===== src/hw/rtl/joe_pkg.sv =====
// Shared types and constants for the Josephus elimination order core.
// No dependencies.
package joe_pkg;

  localparam int PLAYER_W = 7;
  localparam int STEP_W   = 8;

  typedef logic [PLAYER_W-1:0] player_t;
  typedef logic [STEP_W-1:0]   step_t;

  // Result word offered by the sequencer to the output stage.
  typedef struct packed {
    logic    valid;
    player_t player;
    logic    survivor;
  } res_t;

endpackage


===== src/hw/rtl/joe_succ_ram.sv =====
// Successor table: one write port, one read port with registered read data.
// No dependencies.
module joe_succ_ram #(
  parameter int DEPTH = 64,
  parameter int AW    = 6
) (
  input  logic          clk,
  input  logic          we,
  input  logic [AW-1:0] waddr,
  input  logic [AW-1:0] wdata,
  input  logic          re,
  input  logic [AW-1:0] raddr,
  output logic [AW-1:0] rdata
);

  logic [AW-1:0] mem [DEPTH];

  always_ff @(posedge clk) begin
    if (we) begin
      mem[waddr] <= wdata;
    end
  end

  always_ff @(posedge clk) begin
    if (re) begin
      rdata <= mem[raddr];
    end
  end

endmodule


===== src/hw/rtl/joe_ctrl.sv =====
// Run sequencer: builds the circle, walks links one per cycle, unlinks players.
// Depends on joe_pkg and joe_succ_ram.
module joe_ctrl #(
  parameter int MAX_PLAYERS = 64,
  parameter int IW          = 6
) (
  input  logic             clk,
  input  logic             rst,
  input  logic             in_valid,
  output logic             in_ready,
  input  joe_pkg::player_t player_count,
  input  joe_pkg::step_t   step_interval,
  output joe_pkg::res_t    res,
  input  logic             res_ready
);
  import joe_pkg::*;

  typedef enum logic [2:0] {
    ST_IDLE, ST_INIT, ST_WSTART, ST_WALK, ST_REMOVE, ST_SURV
  } state_t;

  state_t        state;
  player_t       n;
  step_t         step;
  step_t         cnt;
  player_t       remaining;
  logic [IW-1:0] idx;
  logic [IW-1:0] cur;
  logic [IW-1:0] prev;
  logic [IW-1:0] n_last;

  logic          we;
  logic [IW-1:0] waddr;
  logic [IW-1:0] wdata;
  logic          re;
  logic [IW-1:0] raddr;
  logic [IW-1:0] rdata;
  logic          res_fire;
  player_t       n_sat;

  joe_succ_ram #(.DEPTH(MAX_PLAYERS), .AW(IW)) u_ram (
    .clk   (clk),
    .we    (we),
    .waddr (waddr),
    .wdata (wdata),
    .re    (re),
    .raddr (raddr),
    .rdata (rdata)
  );

  assign n_last   = IW'(n - player_t'(1));
  assign in_ready = (state == ST_IDLE);
  assign res_fire = res.valid && res_ready;

  always_comb begin
    if (player_count == '0) begin
      n_sat = player_t'(1);
    end else if (player_count > player_t'(MAX_PLAYERS)) begin
      n_sat = player_t'(MAX_PLAYERS);
    end else begin
      n_sat = player_count;
    end
  end

  always_comb begin
    we    = 1'b0;
    waddr = idx;
    wdata = (idx == n_last) ? '0 : idx + IW'(1);
    re    = 1'b0;
    raddr = cur;
    unique case (state)
      ST_INIT: begin
        we = 1'b1;
      end
      ST_WSTART: begin
        re = 1'b1;
      end
      ST_WALK: begin
        re    = 1'b1;
        raddr = rdata;
      end
      ST_REMOVE: begin
        we    = res_ready;
        waddr = prev;
        wdata = rdata;
      end
      default: ;
    endcase
  end

  always_comb begin
    res.valid    = (state == ST_REMOVE) || (state == ST_SURV);
    res.player   = player_t'(cur) + player_t'(1);
    res.survivor = (state == ST_SURV);
  end

  always_ff @(posedge clk) begin
    if (rst) begin
      state     <= ST_IDLE;
      remaining <= '0;
      cur       <= '0;
      prev      <= '0;
      idx       <= '0;
      cnt       <= '0;
    end else begin
      unique case (state)
        ST_IDLE: begin
          if (in_valid) begin
            n     <= n_sat;
            step  <= (step_interval == '0) ? step_t'(1) : step_interval;
            idx   <= '0;
            state <= ST_INIT;
          end
        end
        ST_INIT: begin
          idx <= idx + IW'(1);
          if (idx == n_last) begin
            cur       <= n_last;
            prev      <= n_last;
            remaining <= n;
            state     <= (n == player_t'(1)) ? ST_SURV : ST_WSTART;
          end
        end
        ST_WSTART: begin
          prev  <= cur;
          cnt   <= step_t'(1);
          state <= ST_WALK;
        end
        ST_WALK: begin
          if (cnt == step) begin
            cur   <= rdata;
            state <= ST_REMOVE;
          end else begin
            prev <= rdata;
            cnt  <= cnt + step_t'(1);
          end
        end
        ST_REMOVE: begin
          if (res_ready) begin
            cur       <= prev;
            remaining <= remaining - player_t'(1);
            state     <= (remaining == player_t'(2)) ? ST_SURV : ST_WSTART;
          end
        end
        ST_SURV: begin
          if (res_ready) begin
            state <= ST_IDLE;
          end
        end
        default: state <= ST_IDLE;
      endcase
    end
  end

`ifndef SYNTHESIS
  a_remaining_bound: assert property (@(posedge clk) disable iff (rst)
    remaining <= player_t'(MAX_PLAYERS))
    else $error("remaining count above table depth");

  a_walk_count: assert property (@(posedge clk) disable iff (rst)
    (state == ST_WALK) |-> (cnt != '0 && cnt <= step))
    else $error("link count out of range");

  a_remove_dec: assert property (@(posedge clk) disable iff (rst)
    (res_fire && !res.survivor) |=> (remaining == $past(remaining) - player_t'(1)))
    else $error("remaining count not decremented on elimination");

  a_survivor_ends: assert property (@(posedge clk) disable iff (rst)
    (res_fire && res.survivor) |=> (state == ST_IDLE))
    else $error("run did not end after survivor");

  a_remove_min: assert property (@(posedge clk) disable iff (rst)
    (state == ST_REMOVE) |-> (remaining > player_t'(1)))
    else $error("elimination with a single player left");
`endif

endmodule


===== src/hw/rtl/josephus_elimination_order_core.sv =====
// Top level of the Josephus elimination order core: sequencer plus output register.
// Depends on joe_pkg and joe_ctrl.
//
//  channel  | handshake            | word
//  ---------+----------------------+--------------------------------------
//  input    | in_valid / in_ready  | player_count, step_interval
//  output   | out_valid / out_ready| player_number, is_survivor, last
//
// A run of n players (n clamped to 1..MAX_PLAYERS, step s clamped to >= 1)
// walks one successor link per cycle, set by the single read port of the
// successor table.
// in_ready is high only between runs. Output stalls hold the sequencer.
// Reset is synchronous; the successor table is rebuilt at the start of each run.
module josephus_elimination_order_core #(
  parameter int MAX_PLAYERS = 64
) (
  input  logic             clk,
  input  logic             rst,
  input  logic             in_valid,
  output logic             in_ready,
  input  joe_pkg::player_t player_count,
  input  joe_pkg::step_t   step_interval,
  output logic             out_valid,
  input  logic             out_ready,
  output joe_pkg::player_t player_number,
  output logic             is_survivor,
  output logic             last
);
  import joe_pkg::*;

  localparam int IW = (MAX_PLAYERS > 1) ? $clog2(MAX_PLAYERS) : 1;

  res_t res;
  logic res_ready;

  assign res_ready = !out_valid || out_ready;

  joe_ctrl #(.MAX_PLAYERS(MAX_PLAYERS), .IW(IW)) u_ctrl (
    .clk           (clk),
    .rst           (rst),
    .in_valid      (in_valid),
    .in_ready      (in_ready),
    .player_count  (player_count),
    .step_interval (step_interval),
    .res           (res),
    .res_ready     (res_ready)
  );

  always_ff @(posedge clk) begin
    if (rst) begin
      out_valid <= 1'b0;
    end else if (res_ready) begin
      out_valid <= res.valid;
    end
  end

  always_ff @(posedge clk) begin
    if (res_ready && res.valid) begin
      player_number <= res.player;
      is_survivor   <= res.survivor;
      last          <= res.survivor;
    end
  end

endmodule


===== config.mk =====
export PLATFORM = sky130hd
export DESIGN_NAME = josephus_elimination_order_core
export DESIGN_NICKNAME = d
export VERILOG_FILES = /design/src/hw/rtl/joe_pkg.sv /design/src/hw/rtl/joe_succ_ram.sv /design/src/hw/rtl/joe_ctrl.sv /design/src/hw/rtl/josephus_elimination_order_core.sv
export SDC_FILE = /design/constraint.sdc
export NUM_CORES = 1
export LEC_CHECK = 0
export BUFFER_PORTS_ARGS = -buffer_cell sky130_fd_sc_hd__buf_2
export CAP_MARGIN = 40
export CORE_MARGIN = 4
export CORE_UTILIZATION = 45
export DETAILED_ROUTE_END_ITERATION = 7
export REMOVE_ABC_BUFFERS = 1
export SYNTH_ARGS = -nofsm -noshare
export SYNTH_HDL_FRONTEND = slang
export SYNTH_SLANG_ARGS = --single-unit

===== constraint.sdc =====
create_clock -name clk -period 4.8 [get_ports clk]
set_input_delay 0.72 -clock clk [delete_from_list [all_inputs] [get_ports clk]]
set_output_delay 0.72 -clock clk [all_outputs]
set_load 0.01 [all_outputs]

# After elaboration in Yosys (flattened, before gate mapping)
# Memory sizes are Yosys's and may differ from the RTL's. A register that Yosys moved wholly into a read port is not among the register bits.
# Index checks and enable logic that the tools add are counted.
dict set report totals {
  elab_cells 86
  ram_bits 384
  input_bits 19
  regBits 60
  output_inout_bits 11
  mem_count 1
}
dict set report op_classes {
  reduce_logical 21
  eq_ne 15
  bitwise 1
  add_sub_neg 5
  muxes 30
  n_lt_le_gt_ge 1
}
# memory words word_bits rd rd_ports_with_merged_regs write_ports line
set memory_table {}
lappend memory_table {u_ctrl.u_ram.mem 64 6 1 1 1 joe_succ_ram.sv:16} ;# logic [AW-1:0] mem [DEPTH];
# cell n
set op_table {}
lappend op_table {{$mux 6} 9}
lappend op_table {{$pmux 6 s3} 2}
lappend op_table {{$mux 3} 7}
lappend op_table {{$mux 7} 3}
lappend op_table {{$pmux 3 s6} 1}
lappend op_table {{$pmux 8 s2} 1}
lappend op_table {{$pmux 7 s2} 1}
lappend op_table {{$pmux 6 s2} 1}
lappend op_table {{$reduce_and 3->1} 3}
lappend op_table {{$add 8x1->8 const B} 1}
lappend op_table {{$eq 8x8->1} 1}
lappend op_table {{$logic_not 8->1} 1}
lappend op_table {{$mux 8} 1}
lappend op_table {{$ne 2x1->1 const B} 4}
lappend op_table {{$add 6x1->7 const B} 1}
lappend op_table {{$eq 7x1->1 const B} 1}
lappend op_table {{$eq 7x2->1 const B} 1}
lappend op_table {{$gt 7x7->1 const B} 1}
lappend op_table {{$logic_not 7->1} 1}
lappend op_table {{$sub 7x1->7 const B} 1}
lappend op_table {{$add 6x1->6 const B} 1}
lappend op_table {{$eq 3x2->1 const B} 2}
lappend op_table {{$eq 3x3->1 const B} 2}
lappend op_table {{$eq 6x6->1} 1}
lappend op_table {{16 further kinds} 25}

# Depth between registers and ports, before layout
# Gate-level depths: netlist of the first run.
dict set report depth {
  word_depth 5
  mapped_depth 11
  depth_no_buf 8
}

# By module
# A second synthesis of the first run with hierarchy kept.
dict set report unflattened {
  hier_cells 1137
  hier_area_um2 18769.3
}
# mod n_inst area_each_um2 seq_area_each_um2 cells_each
set modules_own_cells {}
lappend modules_own_cells {joe_succ_ram 1 15285.9 11711.2 720}
lappend modules_own_cells {joe_ctrl 1 3180.6 1171.1 403}
lappend modules_own_cells {josephus_elimination_order_core 1 302.8 260.2 14}

# Least setup slack after synthesis of the first run
# OpenSTA, ideal clock, no wires.
dict set report synth_path {
  path_kind {register -> register}
  start {register u_ctrl.n[0]}
  end {memory u_ctrl.u_ram.mem[0][5], data pin}
  path_slack_ns -0.495
  required_ns 4.080
  period_less_slack_ns 5.295
  path_buffers 2
  setup_ns 0.720
  path_stages_with_launch 10
  arrival_time_ns 4.575
  path_cell_list {edfxtp_1 > clkbuf_1 > inv_1 > ha_1 > nor3b_1 > xnor3_1 > o2111a_2 > and2_0 > clkbuf_1 > o31ai_1}
}
dict set report synth_between {
  elab_chain_cells 4
}
# element line
set synth_rtl {}
lappend synth_rtl {{start: declaration} joe_ctrl.sv:23} ;# player_t n;
lappend synth_rtl {{start signal: assignment} joe_ctrl.sv:109} ;# n <= n_sat;
lappend synth_rtl {{$sub 6x1->6} joe_ctrl.sv:51} ;# assign n_last = IW'(n - player_t'(1));
lappend synth_rtl {{$eq 6x6->1} joe_ctrl.sv:68} ;# wdata = (idx == n_last) ? '0 : idx + IW'(1);
lappend synth_rtl {{$mux 6} joe_ctrl.sv:68}
lappend synth_rtl {{$mux 6} joe_ctrl.sv:71} ;# unique case (state)
lappend synth_rtl {{via u_ctrl.u_ram.wdata[5]} joe_succ_ram.sv:10} ;# input logic [AW-1:0] wdata,
lappend synth_rtl {{end: declaration} joe_succ_ram.sv:16}
# The timed path passes the listed nets, and every way through them passes these cells.

# Worst setup path after layout of the first run
dict set report layout_path {
  start {register u_ctrl.state[1]}
  end {register u_ctrl.u_ram.rdata[5] (read register of u_ctrl.u_ram.mem), data pin}
}
dict set report layout_between {
  elab_chain_cells 3
  elab_cells_between_ends 5
  cone_classes {2 x eq/ne; 2 x mux; 1 x reduce/logical}
}
# element line
set layout_rtl {}
lappend layout_rtl {{start: declaration} joe_ctrl.sv:22} ;# state_t state;
lappend layout_rtl {{start signal: assignment} joe_ctrl.sv:121} ;# state <= (n == player_t'(1)) ? ST_SURV : ST_WSTART;
lappend layout_rtl {{start signal: assignment} joe_ctrl.sv:142} ;# state <= (remaining == player_t'(2)) ? ST_SURV : ST_WSTART;
lappend layout_rtl {{$eq 3x2->1} joe_ctrl.sv:71}
lappend layout_rtl {{$reduce_or 2->1 (no line)} n/a}
lappend layout_rtl {{$mux 1} joe_ctrl.sv:71}
lappend layout_rtl {{end: declaration} joe_succ_ram.sv:13} ;# output logic [AW-1:0] rdata
# Several ways; a longest one is shown, not always the timed one.
# A chain may end at the register's enable or synchronous reset.

==> reports/results.tsv, run 1 <==
metric	value	unit
Die X	217	µm
Post-DP HPWL	31600	µm
yosys warns	0	
family with the most delay on the worst path	simple AND/OR/NAND/NOR gates	
RR Endpoint	u_ctrl.u_ram.rdata[5]	
Die Y	217	µm
Avg Inst Size Synth	13.6	µm²
total power draw	8810	µW
Main synth FF type	edfxtp_1	
I/O pin total	30	
CP cell instances	nand3b_2 -> nand2_4 -> buf_16 -> buf_4 -> a221oi_1 -> o41ai_1 -> o2111ai_1 -> nor3_2	
n_diodes	0	
first-iteration detailed-routing DRC count	1241	
leakage	0.00687	µW
initial antenna violation count	0	
slowest stage delay, CP	0.84	ns
relative slew slack	0.348	
Pins Over Slew Limit	0	
Post-synth ARST share	0	
cells after synthesis	1451	
Worst VDD drop	0.000255	V
WP data arrival	4.39	ns
Clock transition at path regs	0.06	ns
synthesized area	19700	µm²
status	finished clean	
Placement Rows	76	
vias in the first global route	11908	
clk_lat worst skew	0.58	ns
DRC viols	0	
CP bufs+invs	2	
RSZ-0062 raised after global routing	no	
vias per std cell	5.90	
FILL cells	3678	
Final TNS setup	0	ns
Final #Nets	1489	
distinct cell type count of the synthesized netlist	73	
Detail Route Antenna Nets	0	
R2R depth	8	
gr ovfl total	0	
CTS tree	built	
routed via count	12313	
Num CTS Buffers	48	
EDFF count, synth	413	
CTS Sinks	450	
worst-path fanout max	65	
f_max	252	MHz
CP Capture Type	register	
clock root cell	clkbuf_16	
WS Path Type	reg2reg	
Starting Density	0.456	
CTS resizes	0	
R2R Setup Slk	0.83	ns
area grow syn2layout	11.9	%
Hold-fix buffers, CTS	0	
core area	43200	µm²
wire length per cell	23.7	µm
largest net degree at the start of global routing	82	
Final setup viols	0	
Clock Skews	0.00924	ns
Hold Crit Start	step_interval[5]	
final worst-path cycle share	0.828	
CP max stage cell	o41ai_1	
post-synthesis sequential area ratio	0.668	
Clock Path Buffers	3	
post-CTS setup buffer count	0	
die area	47100	µm²
Hold WC Path Type	in2reg	
hold path endpoint	u_ctrl.step[5]	
total of max-cap violations	0	
Seq cells post-synth	450	
WL final	49600	µm
worst slew pin tran	0.970	ns
critical path data required time	5.22	ns
GRT Total Usage	0.209	
# port buffers	29	
layout cells sized above 1	0.120	
post-layout min period	3.97	ns
total power divided by cell area	401	nW/µm²
H-tree depth	2	
reg2reg start	u_ctrl.state[1]	
First-pass DRT Iterations	5	
crit start category	register	
Final Hold Vio Count	0	
Placer Congestion	0.859	
Hold Path Stages	1	
first-pass GRT wire length	75500	µm
-- state kept, by name, indices dropped and copies added (netlist names) --
name	flops
u_ctrl.n	7
last	1
u_ctrl.idx	6
u_ctrl.remaining	7
out_valid	1
u_ctrl.cnt	8
u_ctrl.step	8
u_ctrl.state	3
u_ctrl.cur	6
u_ctrl.prev	6
u_ctrl.u_ram.rdata	6
player_number	7
u_ctrl.u_ram.mem	384
-- layout by cell type (no fill, tap or decap), types with 42 or more instances in the layout --
cell type,netlist,routed
edfxtp_1,413,413
nand2_1,134,134
nor2b_1,110,110
nor2_1,106,106
a221oi_1,96,96
mux2i_1,59,58
clkbuf_16,0,49
a32oi_1,48,48
a21oi_1,42,42
-- area by class of cell --
class                           instances  area, µm²  share of cell area
Timing Repair Buffer                   63        477              0.0217
Multi-Input combinational cell        891       6050               0.275
Clock inverter                         24        256              0.0117
Inverter                                9       33.8             0.00154
Clock buffer                           65       1320              0.0598
Tap cell                              585        732              0.0333
Sequential cell                       450      13100               0.597
-- through the flow --
stage	utilization	instance area [µm²]	hold WS (ns)	setup WS [ns]	instances
floorplan	-	19100	0.439	-0.400	1350
global placement	0.469	20300	0.463	0.657	1983
detailed placement	0.473	20400	0.471	0.833	1998
CTS	0.510	22000	0.300	0.793	2087
global route	0.510	22000	0.307	0.630	2087
finish	0.510	22000	0.329	0.827	2087
-- cell families (layout without fill, tap and decap cells) --
| family | after synthesis | in the layout | synth area share |
|---|---|---|---|
| AO/OA/AOI/OAI | 287 | 287 | 0.114 |
| XOR/XNOR | 26 | 26 | 0.0137 |
| adder cells (fa/ha/maj) | 7 | 7 | 0.00445 |
| buffers and inverters | 110 | 161 | 0.0297 |
| flip-flops | 450 | 450 | 0.668 |
| multiplexers | 70 | 70 | 0.0383 |
| AND/OR/NAND/NOR | 501 | 501 | 0.132 |
-- report_power, final --
part / internal, µW / switching (µW)
Sequential: 4380 / 70.8
Clock: 2190 / 1510
Combinational: 192 / 471
-- how the worst max path moves through the flow --
stage,start,endpoint,slack (ns),depth (start not counted)
after floorplan,u_ctrl.n[0],u_ctrl.u_ram.mem[0][2],-0.40,7
after global placement,u_ctrl.state[1],u_ctrl.u_ram.rdata[5],0.66,7
after detailed placement,u_ctrl.n[0],u_ctrl.u_ram.mem[18][3],0.83,8
after CTS,u_ctrl.n[0],u_ctrl.u_ram.mem[39][3],0.79,8
after global routing,u_ctrl.n[0],u_ctrl.u_ram.mem[25][3],0.63,8
final,u_ctrl.state[1],u_ctrl.u_ram.rdata[5],0.83,8
-- metal layers --
metal	track usage	wire length [µm]
met2	0.320	22900
met1	0.300	21800
met3	0.0413	3430
met5	0	0
met4	0.0714	1480
-- cell usage after synthesis, types with 11 or more instances --
library cell  number  area [µm²]
nand4_1           14        87.6
a21oi_1           42         210
o41ai_1           19         166
edfxtp_1         413       12400
a32oi_1           48         420
buf_6             12         135
mux2i_1           59         591
nor2b_1          110         688
o21ai_0           25         125
xor2_1            15         131
nor3_1            26         130
a221oi_1          96         841
nor2_1           106         398
buf_2             29         145
nand2b_1          13        81.3
nand2_1          134         503
clkbuf_1          47         176
nor3_2            18         180
nand3_1           24         120
buf_4             11        82.6
dfxtp_1           37         741
Power figures use the tool's default switching activity.
==> run 2, diff against run 1 <==
==> constraint.sdc (replaced) <==
create_clock -name clk -period 3.4 [get_ports clk]
set_input_delay 0.51 -clock clk [delete_from_list [all_inputs] [get_ports clk]]
set_output_delay 0.51 -clock clk [all_outputs]
set_load 0.01 [all_outputs]
==> run 2 against run 1 <==
Compared with the run above:
- sequential cell count did not move
- first-iteration DRC count grew 11%
- critical path depth rose by 1
- critical path type unchanged
- register-to-register slack lost 0.64 ns
- clock skew is 0.016 ns higher
- worst setup slack lost 0.64 ns
- power up 42%
- hold slack got worse by 0.19 ns
- fmax increased by 24%
- die area unchanged
- clock-buffer cell count fell by 10
==> reports/results.tsv, run 2 (synthesis gave the netlist of run 1 again) <==
metric	value	unit
relative slew slack	0.430	
die area	47100	µm²
Placer Congestion	0.897	
clock root cell	clkbuf_16	
area grow syn2layout	15.5	%
Hold Path Stages	1	
Final setup viols	0	
Pins Over Slew Limit	0	
clk_lat worst skew	0.58	ns
Post-DP HPWL	33300	µm
layout cells sized above 1	0.171	
Hold WC Path Type	in2reg	
GRT Total Usage	0.212	
Final #Nets	1579	
worst slew pin tran	0.831	ns
H-tree depth	2	
FF+latch area	13100	µm²
hold path endpoint	u_ctrl.step[5]	
critical path data required time	3.82	ns
fin cells	2174	
family with the most delay on the worst path	compound AO/OA/AOI/OAI gates	
CTS Sinks	450	
Final Hold Vio Count	0	
Die X	217	µm
initial antenna violation count	1	
Largest Register	u_ctrl.u_ram.mem	
area of the multi-input gates	6050	µm²
largest net degree at the start of global routing	98	
FILL cells	3658	
R2R Setup Slk	0.19	ns
Starting Density	0.456	
Num CTS Buffers	46	
core area	43200	µm²
R2R depth	9	
WL final	50700	µm
Worst VDD drop	0.000394	V
total of max-cap violations	0	
wire length per cell	23.3	µm
routed via count	12850	
Clock Path Buffers	3	
Clock transition at path regs	0.07	ns
CP cell instances	nand3b_2 -> buf_4 -> nand2_4 -> buf_4 -> buf_4 -> a221oi_1 -> o41ai_1 -> o2111ai_1 -> nor3_2	
first-pass GRT wire length	77100	µm
leakage	0.00730	µW
most common cell after layout, fill and taps aside	edfxtp_1	
total power divided by cell area	550	nW/µm²
Hold Crit Start	step_interval[5]	
Final Cell Area	22700	µm²
RSZ-0062 raised after global routing	no	
max reg flops	384	
WP data arrival	3.63	ns
vias per std cell	5.91	
I/O pin total	30	
Clock Skews	0.0249	ns
worst-path fanout max	25	
WS Path Type	reg2reg	
Die Y	217	µm
gr ovfl total	0	
CTS resizes	0	
Largest regs	u_ctrl.u_ram.mem (384), u_ctrl.cnt (8), u_ctrl.step (8)	
post-CTS setup buffer count	0	
reg2reg start	u_ctrl.state[0]	
worst hold margin	0.136	ns
Post-Place Cells	2090	
CP Capture Type	register	
# port buffers	29	
First-pass DRT Iterations	5	
CTS tree	built	
Detail Route Antenna Nets	0	
slowest stage delay, CP	0.60	ns
Hold-fix buffers, CTS	0	
first-iteration detailed-routing DRC count	1383	
commonest non-fill, non-tap cells in the layout	edfxtp_1 (413), nand2_1 (134), buf_4 (116), nor2b_1 (110), nor2_1 (106)	
DP Area	21100	µm²
CP bufs+invs	3	
post-layout min period	3.21	ns
final worst-path cycle share	0.944	
status	finished clean	
n_diodes	0	
DRC viols	0	
Placement Rows	76	
CP max stage cell	dfxtp_1	
RR Endpoint	u_ctrl.u_ram.rdata[1]	
vias in the first global route	12411	
Worst path most repeated cell	buf_4	
crit start category	register	
f_max	312	MHz
## run 2: changes by cell type in the layout (fill, tap and decap cells not counted), sizes merged
cell,previous run,this run
buf,63,155
clkbuf,65,55
bufinv,5,8
clkinv,17,19
clkinvlp,1,3
inv,10,8
## run 2: metrics by stage
stage | setup TNS [ns] | util | setup slack, ns | total power (µW)
2_1_floorplan | -686.15 | - | -1.80 | 6920
3_3_place_gp | 0 | 0.489 | 0.241 | 7360
6_report | 0 | 0.526 | 0.190 | 12500
3_5_place_dp | 0 | 0.490 | 0.213 | 7370
4_1_cts | 0 | 0.526 | 0.218 | 12600
5_1_grt | 0 | 0.526 | 0.0586 | 12900
## run 2: where the power goes
part           switching, µW  internal, µW
sequential              87.1          6170
combinational            681           319
clock                   2110          3120
total                   2880          9620
## run 2: layer usage
layer  share of wire  GRT usage  vias up
li1                -          -     5850
met1            0.44      0.300     6435
met2            0.47      0.336      474
met3           0.070     0.0452       89
met4           0.026     0.0598        2
met5         0.00026          0        -
## run 2: how the worst max path moves through the flow
stage | from | to | cells after the start
final | u_ctrl.state[0] | u_ctrl.u_ram.rdata[1] | 9
after global routing | u_ctrl.state[0] | u_ctrl.u_ram.rdata[1] | 9
after CTS | u_ctrl.state[0] | u_ctrl.u_ram.rdata[1] | 9
after detailed placement | u_ctrl.state[0] | u_ctrl.u_ram.rdata[1] | 9
after global placement | u_ctrl.state[0] | u_ctrl.u_ram.rdata[1] | 7
after floorplan | u_ctrl.n[0] | u_ctrl.u_ram.mem[0][2] | 7
## run 2: cell type report
| type | instances | area share |
|---|---|---|
| Sequential cell | 450 | 0.579 |
| Clock inverter | 29 | 0.0161 |
| Clock buffer | 55 | 0.0526 |
| Inverter | 9 | 0.00149 |
| Timing Repair Buffer | 155 | 0.0525 |
| Multi-Input combinational cell | 891 | 0.266 |
| Tap cell | 585 | 0.0322 |
==> run 3, diff against run 2 <==
--- a/config.mk
+++ b/config.mk
@@ -8,9 +8,11 @@
 export BUFFER_PORTS_ARGS = -buffer_cell sky130_fd_sc_hd__buf_2
 export CAP_MARGIN = 40
 export CORE_MARGIN = 4
-export CORE_UTILIZATION = 45
+export CORE_UTILIZATION = 57
 export DETAILED_ROUTE_END_ITERATION = 7
+export PLACE_DENSITY = 0.76
 export REMOVE_ABC_BUFFERS = 1
 export SYNTH_ARGS = -nofsm -noshare
 export SYNTH_HDL_FRONTEND = slang
+export SYNTH_HIERARCHICAL = 1
 export SYNTH_SLANG_ARGS = --single-unit
==> run 3 against run 2 <==
Compared with the run above:
- routed wire length down 17%
- design area down 6.6%
- power up 3.1%
- register-to-register slack better by 0.05 ns
- synthesized cell count down 22%
- clock-buffer cell count down 2
- first-iteration DRC count down 16%
- sequential cell count unchanged
- sequential power up 1%
- critical path depth down 1
- largest cell class unchanged
- highest routed layer is now met4
==> reports/results.tsv, run 3 <==
metric	value	unit
Avg Inst Size Synth	16.5	µm²
wire length per cell	24.9	µm
FILL cells	2243	
RR Endpoint	u_ctrl/u_ram/mem[60][3]	
area grow syn2layout	13.0	%
cells after synthesis	1137	
post-synth top area cell	edfxtp_1	
fin cells	1687	
layout cells sized above 1	0.225	
post-synthesis sequential area ratio	0.700	
worst hold margin	0.165	ns
most common cell after layout, fill and taps aside	edfxtp_1	
# port buffers	29	
First-pass DRT Iterations	5	
reg2reg start	u_ctrl/state[0]	
total power draw	12900	µW
Final Hold Vio Count	0	
WP data arrival	3.33	ns
DRC viols	0	
CTS tree	built	
WL final	42000	µm
Hold WC Path Type	in2reg	
core area	32500	µm²
initial antenna violation count	0	
critical path data required time	3.57	ns
worst-path fanout max	23	
R2R Setup Slk	0.24	ns
vias in the first global route	10448	
n_diodes	0	
Main synth FF type	edfxtp_1	
Hold-fix buffers, CTS	0	
commonest non-fill, non-tap cells in the layout	edfxtp_1 (413), nor2_1 (106), mux4_2 (87), nand2_1 (73), buf_4 (57)	
Largest regs	u_ctrl/u_ram/mem (384), u_ctrl/cnt (8), u_ctrl/step (8)	
gr ovfl total	0	
Clock Power Share	0.378	
slowest stage delay, CP	0.75	ns
largest net degree at the start of global routing	65	
part of the power in registers	0.490	
CTS resizes	0	
Placement Rows	66	
part of the power in combinational logic	0.132	
final worst-path cycle share	0.930	
crit start category	register	
Die Y	189	µm
clk_lat worst skew	0.54	ns
Placer Congestion	0.896	
yosys warns	6	
first-iteration detailed-routing DRC count	1160	
Switching Fraction	0.243	
synth cell count leaders	edfxtp_1 (413), nor2_1 (108), mux4_2 (87)	
top post-synthesis cells by area	edfxtp_1 (66%), mux4_2 (10%), dfxtp_1 (3.9%), nor2_1 (2.2%), nand2_1 (1.5%)	
CP cell instances	buf_4 -> nor3b_2 -> buf_4 -> nand2_1 -> nand2_1 -> nor2b_1 -> nand2_1 -> nor2_1	
Pins Over Slew Limit	0	
Clock Path Buffers	3	
distinct cell type count of the synthesized netlist	67	
Psw	3130	µW
synthesized area	18800	µm²
CP bufs+invs	2	
Die X	189	µm
GRT Total Usage	0.234	
Post-DP HPWL	26600	µm
Detail Route Antenna Nets	0	
Post-synth ARST share	0	
worst slew pin tran	0.911	ns
cell with the most instances after synthesis	edfxtp_1	
CP max stage cell	nor2_1	
Worst VDD drop	0.000485	V
WS Path Type	reg2reg	
status	finished clean	
Num CTS Buffers	45	
post-CTS setup buffer count	0	
RSZ-0062 raised after global routing	no	
die area	35900	µm²
first-pass GRT wire length	63900	µm
routed via count	10615	
Hold Crit Start	step_interval[1]	
Final #Nets	1236	
clock root cell	clkbuf_16	
Starting Density	0.577	
relative slew slack	0.392	
total power divided by cell area	608	nW/µm²
CP Capture Type	register	
Internal	9760	µW
Seq cells post-synth	450	
leakage	0.00709	µW
CTS Sinks	450	
post-layout min period	3.16	ns
I/O pin total	30	
Clock transition at path regs	0.06	ns
total of max-cap violations	0	
EDFF count, synth	413	
Final setup viols	0	
max reg flops	384	
top-area cell type share of the netlist area	0.661	
Hold Path Stages	1	
H-tree depth	2	
f_max	316	MHz
Largest Register	u_ctrl/u_ram/mem	
Worst path most repeated cell	nand2_1	
R2R depth	8	
family with the most delay on the worst path	simple AND/OR/NAND/NOR gates	
Clock Skews	0.0133	ns
vias per std cell	6.29	
Final TNS setup	0	ns
Post-Place Cells	1603	
hold path endpoint	u_ctrl/step[1]	
## run 3: logic make-up (layout without fill, tap and decap cells)
family,Yosys count,after routing,share of synthesized area
AOI/OAI and AO/OA,148,148,0.0543
and+or+nand+nor,293,294,0.0727
buffers and inverters,82,189,0.0229
muxes,123,123,0.129
adders and majority gates,7,7,0.00467
DFF,450,450,0.700
xor gates and xnor gates,34,34,0.0159
## run 3: cell type report
cell class | instances | area [µm²] | area share
Clock inverter | 29 | 277 | 0.0130
Timing Repair Buffer | 95 | 738 | 0.0348
Sequential cell | 450 | 13100 | 0.620
Multi-Input combinational cell | 606 | 5280 | 0.249
Tap cell | 442 | 553 | 0.0261
Clock buffer | 53 | 1180 | 0.0555
Inverter | 12 | 45.0 | 0.00212
## run 3: power by group through the flow
stage          registers, µW  logic, µW  clock network [µW]
5_1_grt                 6320       1820                5180
3_5_place_dp            6430       1680                   0
4_1_cts                 6310       1690                4940
2_1_floorplan           6420       1240                   0
3_3_place_gp            6430       1640                   0
6_report                6320       1700                4870
## run 3: worst max-delay path by stage
stage | start | to | slack [ns] | depth (start not counted)
3_5_place_dp | u_ctrl/n[0] | u_ctrl/u_ram/mem[35][5] | 0.18 | 9
4_1_cts | u_ctrl/n[0] | u_ctrl/u_ram/mem[35][5] | 0.17 | 9
2_1_floorplan | u_ctrl/state[2] | u_ctrl/u_ram/rdata[2] | -11.73 | 8
6_report | u_ctrl/state[0] | u_ctrl/u_ram/mem[60][3] | 0.24 | 8
3_3_place_gp | u_ctrl/n[0] | u_ctrl/u_ram/mem[34][5] | 0.28 | 9
5_1_grt | u_ctrl/state[0] | u_ctrl/u_ram/mem[60][1] | 0.13 | 8
## run 3: metrics by stage
stage                     cell area (µm²)  setup WS, ns  utilization
after floorplan                     18400        -11.73            -
after global placement              19700         0.279        0.606
after detailed placement            19700         0.183        0.606
after CTS                           21200         0.170        0.651
after global routing                21200         0.129        0.652
final                               21200         0.238        0.652
## run 3: layer usage
| layer | track usage | share of wire | wire [µm] |
|---|---|---|---|
| met5 | 0 | 0 | 0 |
| met4 | 0.0704 | 0.031 | 1310 |
| met3 | 0.0553 | 0.10 | 4260 |
| met2 | 0.364 | 0.47 | 19900 |
| met1 | 0.336 | 0.39 | 16500 |
